[config.mk]
export PLATFORM = sky130hd
export DESIGN_NAME = telnet_slc_negotiator_core_flat
export DESIGN_NICKNAME = d
export VERILOG_FILES = /design/src/rtl/tsn_pkg.sv /design/src/rtl/tsn_in_if.sv /design/src/rtl/tsn_out_if.sv /design/src/rtl/telnet_slc_negotiator_core.sv /design/src/rtl/tsn_datapath.sv /design/src/rtl/tsn_ctrl.sv /design/src/flat_wrapper.sv
export SDC_FILE = /design/constraint.sdc
export NUM_CORES = 1
export LEC_CHECK = 0
export BUFFER_PORTS_ARGS = -buffer_cell sky130_fd_sc_hd__buf_2
export CAP_MARGIN = 20
export CORE_MARGIN = 2
export CORE_UTILIZATION = 55
export CTS_CLUSTER_DIAMETER = 200
export CTS_CLUSTER_SIZE = 8
export DETAILED_ROUTE_END_ITERATION = 8
export PLACE_DENSITY = 0.73
export SLEW_MARGIN = 20
export SYNTH_ARGS = -nofsm -noshare
export SYNTH_HDL_FRONTEND = slang
export SYNTH_SLANG_ARGS = --single-unit
[constraint.sdc]
create_clock -name clk -period 11.6 [get_ports clk]
set_input_delay 1.16 -clock clk [delete_from_list [all_inputs] [get_ports clk]]
set_output_delay 1.16 -clock clk [all_outputs]
set_load 0.1 [all_outputs]
[src/rtl/tsn_pkg.sv]
package tsn_pkg;

  // Telnet command bytes
  localparam logic [7:0] CODE_IAC      = 8'd255;
  localparam logic [7:0] CODE_SB       = 8'd250;
  localparam logic [7:0] CODE_SE       = 8'd240;
  localparam logic [7:0] CODE_LINEMODE = 8'd34;
  localparam logic [7:0] CODE_SLC      = 8'd3;

  // SLC levels
  localparam logic [1:0] LVL_NOSUPPORT = 2'd0;
  localparam logic [1:0] LVL_VALUE     = 2'd2;
  localparam logic [1:0] LVL_DEFAULT   = 2'd3;

  // modifier byte bits
  localparam int MOD_FLUSHOUT_BIT = 5;
  localparam int MOD_FLUSHIN_BIT  = 6;
  localparam int MOD_ACK_BIT      = 7;

  // reply byte selects
  localparam logic [2:0] SEL_IAC = 3'd0;
  localparam logic [2:0] SEL_SB  = 3'd1;
  localparam logic [2:0] SEL_LM  = 3'd2;
  localparam logic [2:0] SEL_SLC = 3'd3;
  localparam logic [2:0] SEL_FN  = 3'd4;
  localparam logic [2:0] SEL_MOD = 3'd5;
  localparam logic [2:0] SEL_VAL = 3'd6;
  localparam logic [2:0] SEL_SE  = 3'd7;

  typedef struct packed {
    logic       accept;
    logic       eval;
    logic       load;
    logic [2:0] sel;
    logic       last;
  } tsn_cmd_t;

  typedef struct packed {
    logic send;
    logic need_hdr;
    logic dbl;
    logic close;
    logic out_free;
  } tsn_stat_t;

  // build-time default character per function code, 255 = unsupported
  function automatic logic [7:0] default_char(input logic [7:0] code);
    logic [7:0] ch;
    case (code)
      8'd3:    ch = 8'd3;
      8'd4:    ch = 8'd15;
      8'd5:    ch = 8'd0;
      8'd6:    ch = 8'd0;
      8'd7:    ch = 8'd28;
      8'd8:    ch = 8'd4;
      8'd9:    ch = 8'd26;
      8'd10:   ch = 8'd127;
      8'd11:   ch = 8'd21;
      8'd12:   ch = 8'd23;
      8'd13:   ch = 8'd18;
      8'd14:   ch = 8'd22;
      8'd15:   ch = 8'd17;
      8'd16:   ch = 8'd19;
      default: ch = CODE_IAC;
    endcase
    return ch;
  endfunction

  // stored level: {flushin, flushout, level}
  function automatic logic [3:0] default_level(input logic [7:0] ch);
    return (ch == CODE_IAC) ? {2'b00, LVL_NOSUPPORT} : {2'b00, LVL_VALUE};
  endfunction

  function automatic logic [7:0] level_to_mod(input logic [3:0] lv);
    return {1'b0, lv[3], lv[2], 3'b000, lv[1:0]};
  endfunction

  function automatic logic [3:0] mod_to_level(input logic [7:0] m);
    return {m[MOD_FLUSHIN_BIT], m[MOD_FLUSHOUT_BIT], m[1:0]};
  endfunction

endpackage

[src/rtl/tsn_in_if.sv]
interface tsn_in_if;
  logic       valid;
  logic       ready;
  logic [7:0] function_code;
  logic [7:0] modifier;
  logic [7:0] char_value;
  logic       last_triplet;

  modport source (output valid, function_code, modifier, char_value, last_triplet,
                  input ready);
  modport sink (input valid, function_code, modifier, char_value, last_triplet,
                output ready);
endinterface

[src/rtl/tsn_out_if.sv]
interface tsn_out_if;
  logic       valid;
  logic       ready;
  logic [7:0] reply_byte;
  logic       reply_last;

  modport source (output valid, reply_byte, reply_last, input ready);
  modport sink (input valid, reply_byte, reply_last, output ready);
endinterface

[src/rtl/telnet_slc_negotiator_core.sv]
// Telnet LINEMODE SLC negotiator.
// in_ch carries one SLC request (function code, modifier, value, last flag);
// out_ch returns the reply one byte at a time, reply_last marking the
// final byte a request causes. A request that causes no reply gives no bytes.
// Steps: the request is captured on acceptance, evaluated in S_EVAL and its
// reply planned in S_PLAN; the byte sequencer that drives the single output
// register then loads the reply bytes the request causes (0 to 10) in order.
// Requests are taken one at a time; in_ch.ready rises again once the last
// reply byte is loaded, even while that byte still waits at the output.
// A stalled receiver holds the output register and the sequencer with it.
// Reset (rst_n low, synchronous) reloads the SLC table with the build-time
// default characters and levels, clears the header flag and empties the
// output register.
module telnet_slc_negotiator_core #(
  parameter int MAX_FUNCTION = 18
) (
  input  logic      clk,
  input  logic      rst_n,
  tsn_in_if.sink    in_ch,
  tsn_out_if.source out_ch
);

  tsn_pkg::tsn_cmd_t  cmd;
  tsn_pkg::tsn_stat_t stat;

  // sequencer: request capture, evaluation, reply byte order
  tsn_ctrl u_ctrl (
    .clk      (clk),
    .rst_n    (rst_n),
    .in_valid (in_ch.valid),
    .in_ready (in_ch.ready),
    .stat     (stat),
    .cmd      (cmd)
  );

  // SLC table, rule evaluation and output register
  tsn_datapath #(
    .MAX_FUNCTION (MAX_FUNCTION)
  ) u_dp (
    .clk              (clk),
    .rst_n            (rst_n),
    .in_function_code (in_ch.function_code),
    .in_modifier      (in_ch.modifier),
    .in_char_value    (in_ch.char_value),
    .in_last_triplet  (in_ch.last_triplet),
    .cmd              (cmd),
    .stat             (stat),
    .out_ready        (out_ch.ready),
    .out_valid        (out_ch.valid),
    .out_reply_byte   (out_ch.reply_byte),
    .out_reply_last   (out_ch.reply_last)
  );

endmodule

[src/rtl/tsn_datapath.sv]
module tsn_datapath #(
  parameter int MAX_FUNCTION = 18
) (
  input  logic               clk,
  input  logic               rst_n,
  input  logic [7:0]         in_function_code,
  input  logic [7:0]         in_modifier,
  input  logic [7:0]         in_char_value,
  input  logic               in_last_triplet,
  input  tsn_pkg::tsn_cmd_t  cmd,
  output tsn_pkg::tsn_stat_t stat,
  input  logic               out_ready,
  output logic               out_valid,
  output logic [7:0]         out_reply_byte,
  output logic               out_reply_last
);

  localparam int DEPTH = MAX_FUNCTION + 1;
  localparam int IDX_W = $clog2(DEPTH);

  logic [7:0] char_r [DEPTH];
  logic [3:0] lvl_r  [DEPTH];
  logic       hdr_r, hdr_nxt;

  logic [7:0] fn_r, mod_r, val_r;
  logic       last_r;

  logic       send_r, need_hdr_r, close_r;
  logic [7:0] rep_mod_r, rep_val_r;

  logic       out_valid_r;
  logic [7:0] out_byte_r;
  logic       out_last_r;

  logic [IDX_W-1:0] idx;
  logic             in_range, differ, acked;
  logic [7:0]       cur_ch, req_mod, dflt_ch;
  logic [3:0]       cur_lv, dflt_lv;
  logic [1:0]       req_lv;
  logic             wr, send, ack;
  logic [7:0]       new_ch;
  logic [3:0]       new_lv;
  logic [7:0]       sel_byte;

  assign idx      = fn_r[IDX_W-1:0];
  assign in_range = (fn_r <= 8'(MAX_FUNCTION));
  assign cur_ch   = char_r[idx];
  assign cur_lv   = lvl_r[idx];
  assign req_mod  = mod_r & 8'h63;
  assign req_lv   = mod_r[1:0];
  assign acked    = mod_r[tsn_pkg::MOD_ACK_BIT];
  assign differ   = (cur_ch != val_r) || (tsn_pkg::level_to_mod(cur_lv) != req_mod);
  assign dflt_ch  = tsn_pkg::default_char(fn_r);
  assign dflt_lv  = tsn_pkg::default_level(dflt_ch);

  // negotiation rules
  always_comb begin
    wr     = 1'b0;
    send   = 1'b0;
    ack    = 1'b0;
    new_ch = cur_ch;
    new_lv = cur_lv;
    if (in_range && differ) begin
      if (req_lv == tsn_pkg::LVL_NOSUPPORT) begin
        if (cur_lv[1:0] != tsn_pkg::LVL_NOSUPPORT) begin
          wr     = 1'b1;
          new_ch = tsn_pkg::CODE_IAC;
          new_lv = {2'b00, tsn_pkg::LVL_NOSUPPORT};
          send   = !acked;
          ack    = 1'b1;
        end
      end else if (req_lv == tsn_pkg::LVL_DEFAULT) begin
        wr     = 1'b1;
        new_ch = dflt_ch;
        new_lv = dflt_lv;
        send   = 1'b1;
      end else if (req_lv > cur_lv[1:0]) begin
        // refused: answer with the current setting
        send = 1'b1;
      end else begin
        wr     = 1'b1;
        new_ch = val_r;
        new_lv = tsn_pkg::mod_to_level(req_mod);
        send   = !acked;
        ack    = 1'b1;
      end
    end
  end

  assign hdr_nxt = last_r ? 1'b0 : (hdr_r | send);

  always_ff @(posedge clk) begin
    if (!rst_n) begin
      for (int i = 0; i < DEPTH; i++) begin
        char_r[i] <= tsn_pkg::default_char(8'(i));
        lvl_r[i]  <= tsn_pkg::default_level(tsn_pkg::default_char(8'(i)));
      end
      hdr_r <= 1'b0;
    end else if (cmd.eval) begin
      if (wr) begin
        char_r[idx] <= new_ch;
        lvl_r[idx]  <= new_lv;
      end
      hdr_r <= hdr_nxt;
    end
  end

  // captured request and reply plan
  always_ff @(posedge clk) begin
    if (cmd.accept) begin
      fn_r   <= in_function_code;
      mod_r  <= in_modifier;
      val_r  <= in_char_value;
      last_r <= in_last_triplet;
    end
    if (cmd.eval) begin
      send_r     <= send;
      need_hdr_r <= send && !hdr_r;
      close_r    <= last_r && (hdr_r || send);
      rep_mod_r  <= tsn_pkg::level_to_mod(new_lv) | {ack, 7'd0};
      rep_val_r  <= new_ch;
    end
  end

  always_comb begin
    case (cmd.sel)
      tsn_pkg::SEL_IAC: sel_byte = tsn_pkg::CODE_IAC;
      tsn_pkg::SEL_SB:  sel_byte = tsn_pkg::CODE_SB;
      tsn_pkg::SEL_LM:  sel_byte = tsn_pkg::CODE_LINEMODE;
      tsn_pkg::SEL_SLC: sel_byte = tsn_pkg::CODE_SLC;
      tsn_pkg::SEL_FN:  sel_byte = fn_r;
      tsn_pkg::SEL_MOD: sel_byte = rep_mod_r;
      tsn_pkg::SEL_VAL: sel_byte = rep_val_r;
      default:          sel_byte = tsn_pkg::CODE_SE;
    endcase
  end

  // output register
  always_ff @(posedge clk) begin
    if (!rst_n) begin
      out_valid_r <= 1'b0;
    end else if (cmd.load) begin
      out_valid_r <= 1'b1;
    end else if (out_ready) begin
      out_valid_r <= 1'b0;
    end
  end

  always_ff @(posedge clk) begin
    if (cmd.load) begin
      out_byte_r <= sel_byte;
      out_last_r <= cmd.last;
    end
  end

  assign stat.send     = send_r;
  assign stat.need_hdr = need_hdr_r;
  assign stat.dbl      = (rep_val_r == tsn_pkg::CODE_IAC);
  assign stat.close    = close_r;
  assign stat.out_free = !out_valid_r || out_ready;

  assign out_valid      = out_valid_r;
  assign out_reply_byte = out_byte_r;
  assign out_reply_last = out_last_r;

endmodule

[src/rtl/tsn_ctrl.sv]
module tsn_ctrl (
  input  logic               clk,
  input  logic               rst_n,
  input  logic               in_valid,
  output logic               in_ready,
  input  tsn_pkg::tsn_stat_t stat,
  output tsn_pkg::tsn_cmd_t  cmd
);

  localparam logic [3:0] S_IDLE = 4'd0;
  localparam logic [3:0] S_EVAL = 4'd1;
  localparam logic [3:0] S_PLAN = 4'd2;
  localparam logic [3:0] S_H0   = 4'd3;
  localparam logic [3:0] S_H1   = 4'd4;
  localparam logic [3:0] S_H2   = 4'd5;
  localparam logic [3:0] S_H3   = 4'd6;
  localparam logic [3:0] S_FN   = 4'd7;
  localparam logic [3:0] S_MOD  = 4'd8;
  localparam logic [3:0] S_VAL  = 4'd9;
  localparam logic [3:0] S_DBL  = 4'd10;
  localparam logic [3:0] S_IAC  = 4'd11;
  localparam logic [3:0] S_SE   = 4'd12;

  logic [3:0] state_r, state_nxt;
  logic       emit;
  logic [2:0] sel;
  logic       rep_last;

  assign in_ready   = (state_r == S_IDLE);
  assign cmd.accept = in_ready && in_valid;
  assign cmd.eval   = (state_r == S_EVAL);
  assign cmd.sel    = sel;
  assign cmd.last   = rep_last;

  always_comb begin
    state_nxt = state_r;
    emit      = 1'b0;
    sel       = tsn_pkg::SEL_IAC;
    rep_last  = 1'b0;
    unique case (state_r)
      S_IDLE: if (in_valid) state_nxt = S_EVAL;
      S_EVAL: state_nxt = S_PLAN;
      S_PLAN: begin
        if (stat.need_hdr)   state_nxt = S_H0;
        else if (stat.send)  state_nxt = S_FN;
        else if (stat.close) state_nxt = S_IAC;
        else                 state_nxt = S_IDLE;
      end
      S_H0: begin
        emit = 1'b1;
        sel = tsn_pkg::SEL_IAC;
        if (stat.out_free) state_nxt = S_H1;
      end
      S_H1: begin
        emit = 1'b1;
        sel = tsn_pkg::SEL_SB;
        if (stat.out_free) state_nxt = S_H2;
      end
      S_H2: begin
        emit = 1'b1;
        sel = tsn_pkg::SEL_LM;
        if (stat.out_free) state_nxt = S_H3;
      end
      S_H3: begin
        emit = 1'b1;
        sel = tsn_pkg::SEL_SLC;
        if (stat.out_free) state_nxt = S_FN;
      end
      S_FN: begin
        emit = 1'b1;
        sel = tsn_pkg::SEL_FN;
        if (stat.out_free) state_nxt = S_MOD;
      end
      S_MOD: begin
        emit = 1'b1;
        sel = tsn_pkg::SEL_MOD;
        if (stat.out_free) state_nxt = S_VAL;
      end
      S_VAL: begin
        emit = 1'b1;
        sel = tsn_pkg::SEL_VAL;
        rep_last = !stat.dbl && !stat.close;
        if (stat.out_free) begin
          if (stat.dbl)        state_nxt = S_DBL;
          else if (stat.close) state_nxt = S_IAC;
          else                 state_nxt = S_IDLE;
        end
      end
      S_DBL: begin
        emit = 1'b1;
        sel = tsn_pkg::SEL_IAC;
        rep_last = !stat.close;
        if (stat.out_free) state_nxt = stat.close ? S_IAC : S_IDLE;
      end
      S_IAC: begin
        emit = 1'b1;
        sel = tsn_pkg::SEL_IAC;
        if (stat.out_free) state_nxt = S_SE;
      end
      S_SE: begin
        emit = 1'b1;
        sel = tsn_pkg::SEL_SE;
        rep_last = 1'b1;
        if (stat.out_free) state_nxt = S_IDLE;
      end
      default: state_nxt = S_IDLE;
    endcase
  end

  assign cmd.load = emit && stat.out_free;

  always_ff @(posedge clk) begin
    if (!rst_n) begin
      state_r <= S_IDLE;
    end else begin
      state_r <= state_nxt;
    end
  end

endmodule

[src/flat_wrapper.sv]
// flat-port wrapper written by rule: the top's interface ports become plain ports
module telnet_slc_negotiator_core_flat 
#(
  parameter int MAX_FUNCTION = 18
)
  (clk, rst_n, in_ch_valid, in_ch_function_code, in_ch_modifier, in_ch_char_value, in_ch_last_triplet, in_ch_ready, out_ch_valid, out_ch_reply_byte, out_ch_reply_last, out_ch_ready);
  tsn_in_if in_ch_i ();
  tsn_out_if out_ch_i ();
  input  logic clk;
  input  logic rst_n;
  input wire logic [$bits(in_ch_i.valid)-1:0] in_ch_valid;
  input wire logic [$bits(in_ch_i.function_code)-1:0] in_ch_function_code;
  input wire logic [$bits(in_ch_i.modifier)-1:0] in_ch_modifier;
  input wire logic [$bits(in_ch_i.char_value)-1:0] in_ch_char_value;
  input wire logic [$bits(in_ch_i.last_triplet)-1:0] in_ch_last_triplet;
  output wire logic [$bits(in_ch_i.ready)-1:0] in_ch_ready;
  output wire logic [$bits(out_ch_i.valid)-1:0] out_ch_valid;
  output wire logic [$bits(out_ch_i.reply_byte)-1:0] out_ch_reply_byte;
  output wire logic [$bits(out_ch_i.reply_last)-1:0] out_ch_reply_last;
  input wire logic [$bits(out_ch_i.ready)-1:0] out_ch_ready;
  assign in_ch_i.valid = in_ch_valid;
  assign in_ch_i.function_code = in_ch_function_code;
  assign in_ch_i.modifier = in_ch_modifier;
  assign in_ch_i.char_value = in_ch_char_value;
  assign in_ch_i.last_triplet = in_ch_last_triplet;
  assign in_ch_ready = in_ch_i.ready;
  assign out_ch_valid = out_ch_i.valid;
  assign out_ch_reply_byte = out_ch_i.reply_byte;
  assign out_ch_reply_last = out_ch_i.reply_last;
  assign out_ch_i.ready = out_ch_ready;
  telnet_slc_negotiator_core #(.MAX_FUNCTION(MAX_FUNCTION)) u_core (.clk(clk), .rst_n(rst_n), .in_ch(in_ch_i), .out_ch(out_ch_i));
endmodule
==> run metrics, run 1 <==
commonest cells after routing, fill and taps aside=419 x edfxtp_1, 156 x conb_1, 113 x nor2_1; gp weighted congestion=~0.9; uppermost layer routed=met4; drt drc=0; met3 WL=around 5400 um; PostCTS Resize Cnt=0; Fmax achieved=142 MHz; area share of the largest cell type after synthesis=61.7%; multi-input logic area=about 7000 um2; Placement Rows=70; Area Overhead vs Synth=13.7%; total power=around 0.0058 W; routed via count=13100; Critical Path End Type=flop; htree depth=3; cts hold-fix bufs=0; setup TNS=0 ns; routed wire length=around 50000 um; Least-Margin Pin Slew=1.06 ns; Routed Antenna Nets=0; Port Buffers=36; EDFF count, synth=between 400 and 500; clock sinks=449; M1 WL=19600 um; metal2 WL=23100 um; RSZ-0062 raised after global routing=no; share of cells above drive strength 1=15.7%; Slew Limit Fails=0; Ant. Diodes=0; CTS clk-pin slew, worst paths=roughly 0.05 ns; First DRT Iteration DRCs=1725; nets=1642; YS warnings=0; gr usage total=26.5%; num ports=40; Pwr Density=251 nW/um2; FF-to-FF setup slack=4.57 ns; Final setup viols=0; commonest non-fill, non-tap cell in the layout=edfxtp_1; Detailed Routing Iterations Pass 1=5; first-pass GRT wire length=approximately 76000 um; top_reg_cell synth=edfxtp_1; Area contributors post-synth=edfxtp_1 62%, mux4_2 6.9%, mux2i_1 4.6%; clock root buffer=clkbuf_16; Clock Tree Buf Depth=3; FILL cells=2654; placement-stage cell area=21300 um2; CTS tree=built; crit path kind=reg -> reg; WL per Instance=23.8 um; Initial Util=between 50% and 60%; relative slew slack=28.7%; core area=36500 um2; CP required=11.71 ns; initial antenna violation count=1; FFs w/ async S/R, synth=0%; Max-Cap Viols=0; biggest area consumer among synthesized cells=edfxtp_1; status=complete, no violations; min Tclk post-route=7.03 ns; Seq/Total Area, Yosys=64.7%; Yosys cell types=78; number of synthesized register bits=449; vias in the first global route=12900; crit path launch type=flop; Peak VDD IR=0.000224 V; DR vias/cell=approximately 6.2; Die ar.=38600 um2; area taken by flip-flops and latches=13200 um2; Clock Skews=0.0368 ns; post-route design area=23200 um2; GRT overflow=0; Die Height=197 um; Worst-Skew Late Latency=0.58 ns; critical path arrival=7.14 ns; placed insts=2004; Die Wd=just under 200 um; largest net degree at the start of global routing=72; Hold/Removal Path Class=reg -> reg; Finished Layout Cells=2104; Post-Syn Area=20400 um2; Final period util=60.6%; final hold viol count=0; total CTS buffers=between 60 and 70; average size of a mapped cell=~14 um2; post-DP HPWL=approximately 32000 um; post-CTS setup buffer count=0; Gate Count Post-Synth=1440; crit path max fanout=between 70 and 80; leakage power=around 7.8 nW
[critical path, cell delays in order (launching register included)]
cell and delay (ns):
dfxtp_4 0.84, buf_4 0.91, mux2i_1 0.18, a22oi_1 0.26
a21oi_1 0.13, nor4_2 0.85, xor2_1 0.17, nor4_2 0.37
nand4_1 0.53, nand4_2 0.28, buf_4 0.67, or3_1 0.63
nand2_1 0.60
[sequential cells by signal (all words and copies together) (netlist names), 4 cells and up, named ones only]
register / cells
u_core.u_dp.lvl_r: 128
u_core.u_dp.rep_mod_r: 5
u_core.u_dp.val_r: 8
u_core.u_dp.out_reply_byte: 8
u_core.u_ctrl.state_r: 4
u_core.u_dp.char_r: 256
u_core.u_dp.rep_val_r: 8
u_core.u_dp.fn_r: 8
u_core.u_dp.mod_r: 5
[cell usage after synthesis, types with 20 or more instances]
cell and number:
mux2i_1 93, a21oi_1 55, inv_1 26, nor2_1 114, buf_6 20, nand2_1 105, a22oi_1 40, dfxtp_1 30
buf_2 29, o21ai_0 31, nor3_1 29, clkbuf_1 58, edfxtp_1 419, nand4_1 47, nor4_1 45, mux4_2 62
[path summary, 6_finish.rpt]
path	from	endpoint	cells after the start
max	flop	u_core.u_dp.char_r[8][7]$_SDFFCE_PN0P_	12
min	u_core.u_dp.lvl_r[18][1]$_SDFFE_PN0P_	u_core.u_dp.lvl_r[18][1]$_SDFFE_PN0P_	2
max reg2reg	flop	u_core.u_dp.char_r[8][7]$_SDFFCE_PN0P_	12
min reg2reg	u_core.u_dp.lvl_r[18][1]$_SDFFE_PN0P_	u_core.u_dp.lvl_r[18][1]$_SDFFE_PN0P_	2
[where the power goes]
| group | internal (W) | switching (W) | total (W) |
|---|---|---|---|
| Combinational | 0.000619 | 0.00137 | 0.00199 |
| Sequential | 0.00193 | 0.000164 | 0.00210 |
| Clock | 0.00107 | 0.000671 | 0.00174 |
| Total | 0.00362 | 0.00220 | 0.00583 |
[routing by layer]
layer,vias to the layer above,track usage [%]
li1,5788,-
met1,6426,36.4
met2,719,40.7
met3,124,6.76
met4,0,11.2
met5,-,0
[area by class of cell]
cell class                 count  area share (%)
tap                          468            2.53
clock buffer                  94            7.76
timing repair buffer          65            1.72
inverter                      31           0.502
sequential                   449            56.9
multi-input combinational    991            30.3
clock inverter                 6           0.324
[cell families (layout without fill, tap and decap cells)]
kind of cell    Yosys count  count (layout)  synth area share, %
flops                   449             449                 64.7
simple gates            446             446                 11.2
compound gates          211             211                 7.48
mux                     162             162                 11.8
buf+inv                 155             196                 3.95
fa+ha+maj                 9               9                0.552
xor+xnor                  7               7                0.301
other cells               1             156               0.0184
[metrics by stage]
step | utilization [%] | setup WS (ns) | hold WS, ns
global placement | 58.3 | 4.85 | 0.478
floorplan | - | 6.66 | 0.449
detailed placement | 58.3 | 4.77 | 0.501
finish | 63.5 | 4.57 | 0.524
global route | 63.5 | 4.24 | 0.529
CTS | 63.4 | 4.75 | 0.515
Power figures use the tool's default switching activity.
==> run 2, diff against run 1 <==
==> constraint.sdc (replaced) <==
create_clock -name clk -period 7.19 [get_ports clk]
set_input_delay 0.719 -clock clk [delete_from_list [all_inputs] [get_ports clk]]
set_output_delay 0.719 -clock clk [all_outputs]
set_load 0.1 [all_outputs]
==> run 2 against run 1 <==
  * Combinational power up 64%
  * Power up 63%
  * Core utilization is 0.48 points higher
  * Clock skew fell by 0.0054 ns
  * Setup slack worse by 3.3 ns
  * Hold slack got worse by 0.21 ns
  * Global-route usage is 0.48 points higher
  * Maximum frequency grew 19%
  * Critical path type unchanged
  * Highest routed layer unchanged
==> run metrics, run 2 (synthesized netlist as in run 1, its figures left out) <==
share of cells above drive strength 1=16.6% (was 15.7%); clock root buffer=clkbuf_16 (unchanged); WL per Instance=24.1 um (was 23.8 um); Slew Limit Fails=0 (unchanged); placed insts=2025 (was 2004); relative slew slack=28.9% (was 28.7%); largest registers=u_core.u_dp.char_r x256, u_core.u_dp.lvl_r x128 (unchanged); routed via count=13200 (was 13100); Hold/Removal Path Class=in -> reg (was reg -> reg); vias in the first global route=13000 (was 12900); critical path arrival=6.02 ns (was 7.14 ns); post-DP HPWL=33500 um (was 31800 um); crit path kind=reg -> reg (unchanged); total CTS buffers=66 (unchanged); Die Height=197 um (unchanged); num ports=40 (unchanged); Port Buffers=36 (unchanged); drt drc=0 (unchanged); crit path launch type=flop (unchanged); Fmax achieved=170 MHz (was 142 MHz); met3 Usage GRT=6.84% (was 6.76%); Clock Skews=0.0313 ns (was 0.0368 ns); Util after Layout=64.0% (was 63.5%); core area=36500 um2 (unchanged); Peak VDD IR=0.000340 V (was 0.000224 V); setup TNS=0 ns (unchanged); first-pass GRT wire length=76900 um (was 76200 um); layer with the highest usage=met2 (unchanged); DR vias/cell=6.22 (was 6.21); crit path max fanout=16 (was 71); Final period util=82.0% (was 60.6%); GRT overflow=0 (unchanged); gp weighted congestion=0.908 (was 0.900); Pwr Density=406 nW/um2 (was 251 nW/um2); largest net degree at the start of global routing=57 (was 72); routed wire length=51100 um (was 50000 um); RSZ-0062 raised after global routing=no (unchanged); Least-Margin Pin Slew=1.07 ns (was 1.06 ns); switching power=0.00357 W (was 0.00220 W); First DRT Iteration DRCs=1750 (was 1725); Finished Layout Cells=2122 (was 2104); sw frac=37.7% (was 37.8%); max reg flops=256 (unchanged); final hold viol count=0 (unchanged); Comb pwr share=34.3% (was 34.1%); gr usage total=27.0% (was 26.5%); clock power share=29.5% (was 29.8%); FF-to-FF setup slack=1.29 ns (was 4.57 ns); commonest cells after routing, fill and taps aside=419 x edfxtp_1, 156 x conb_1, 113 x nor2_1 (unchanged); Clock Tree Buf Depth=3 (unchanged); commonest non-fill, non-tap cell in the layout=edfxtp_1 (unchanged); initial antenna violation count=0 (was 1); Placement Rows=70 (unchanged); Final setup viols=0 (unchanged); PostCTS Resize Cnt=0 (unchanged); Critical Path End Type=flop (unchanged); met2 Usage GRT=42.2% (was 40.7%); Area Overhead vs Synth=14.6% (was 13.7%); leakage power=7.86 nW (was 7.76 nW); met1 GRT Util=36.2% (was 36.4%); Detailed Routing Iterations Pass 1=5 (unchanged); post-CTS setup buffer count=0 (unchanged); status=complete, no violations (unchanged); total power=0.00948 W (was 0.00583 W); htree depth=3 (unchanged); CP required=7.31 ns (was 11.71 ns); Flop pwr share=36.2% (was 36.0%); Routed Antenna Nets=0 (unchanged); CTS tree=built (unchanged); Reg with most FFs=u_core.u_dp.char_r (unchanged); nets=1663 (was 1642); Worst-Skew Late Latency=0.58 ns (about the same); CTS clk-pin slew, worst paths=0.05 ns (about the same); Pint=0.00591 W (was 0.00362 W); clock sinks=449 (unchanged); Ant. Diodes=0 (unchanged); Initial Util=55.8% (unchanged); Max-Cap Viols=0 (unchanged); cts hold-fix bufs=0 (unchanged); Die Wd=197 um (unchanged); min Tclk post-route=5.90 ns (was 7.03 ns); Die ar.=38600 um2 (unchanged)
==> run 2: changes by cell type in the layout (fill, tap and decap cells not counted), sizes merged <==
cell / previous run / this run
buf: 65 / 86
clkbuf: 94 / 91
==> run 2: worst max-delay path, stage by stage, from the launching register on <==
cell and delay (ns):
dfxtp_1 0.86, inv_1 0.63, nand2_1 0.38, a21oi_1 0.09, nor4_2 0.75, xor2_1 0.14
nor3_1 0.34, nand4_1 0.59, nand4_2 0.56, or3_1 0.52, nand2_1 0.58
==> run 2: power by group through the flow <==
| stage | Clock, W | Sequential [W] | Combinational [W] |
|---|---|---|---|
| after floorplan | 0 | 0.00339 | 0.00233 |
| after global placement | 0 | 0.00346 | 0.00314 |
| after detailed placement | 0 | 0.00347 | 0.00317 |
| after CTS | 0.00283 | 0.00342 | 0.00319 |
| after global routing | 0.00294 | 0.00345 | 0.00343 |
| final | 0.00280 | 0.00343 | 0.00326 |
==> run 2: worst paths after layout <==
kind                                              start                                     end  depth (start not counted)
setup / recovery                                   flop  u_core.u_dp.lvl_r[15][2]$_SDFFCE_PN0P_                         10
hold / removal                   in_ch_function_code[5]           u_core.u_dp.fn_r[5]$_DFFE_PP_                          1
setup reg to reg                                   flop  u_core.u_dp.lvl_r[15][2]$_SDFFCE_PN0P_                         10
hold reg to reg   u_core.u_dp.lvl_r[18][1]$_SDFFE_PN0P_   u_core.u_dp.lvl_r[18][1]$_SDFFE_PN0P_                          2
==> run 2: per-stage QoR <==
step	hold slack, ns	setup WS [ns]	instance area (um2)
after global routing	0.302	1.11	23400
after CTS	0.299	1.49	23400
after floorplan	0.449	2.25	21000
final	0.317	1.29	23400
after global placement	0.484	1.60	21500
after detailed placement	0.494	1.52	21500
==> run 2: metal layers <==
metal	wire length [um]	share of wire, %	vias to the layer above
met5	0	0	-
met3	5410	11	133
met2	23800	47	748
li1	-	-	5808
met4	2090	4.1	0
met1	19700	39	6506
==> run 2: cell type report <==
cell class | instances | area (um2)
fillers | 2696 | 13200
clock buffers | 91 | 1790
flip-flops and latches | 449 | 13200
multi-input cells | 991 | 7010
inverters | 31 | 116
repair buffers | 86 | 593
well taps | 468 | 586
clock inverters | 6 | 75.1
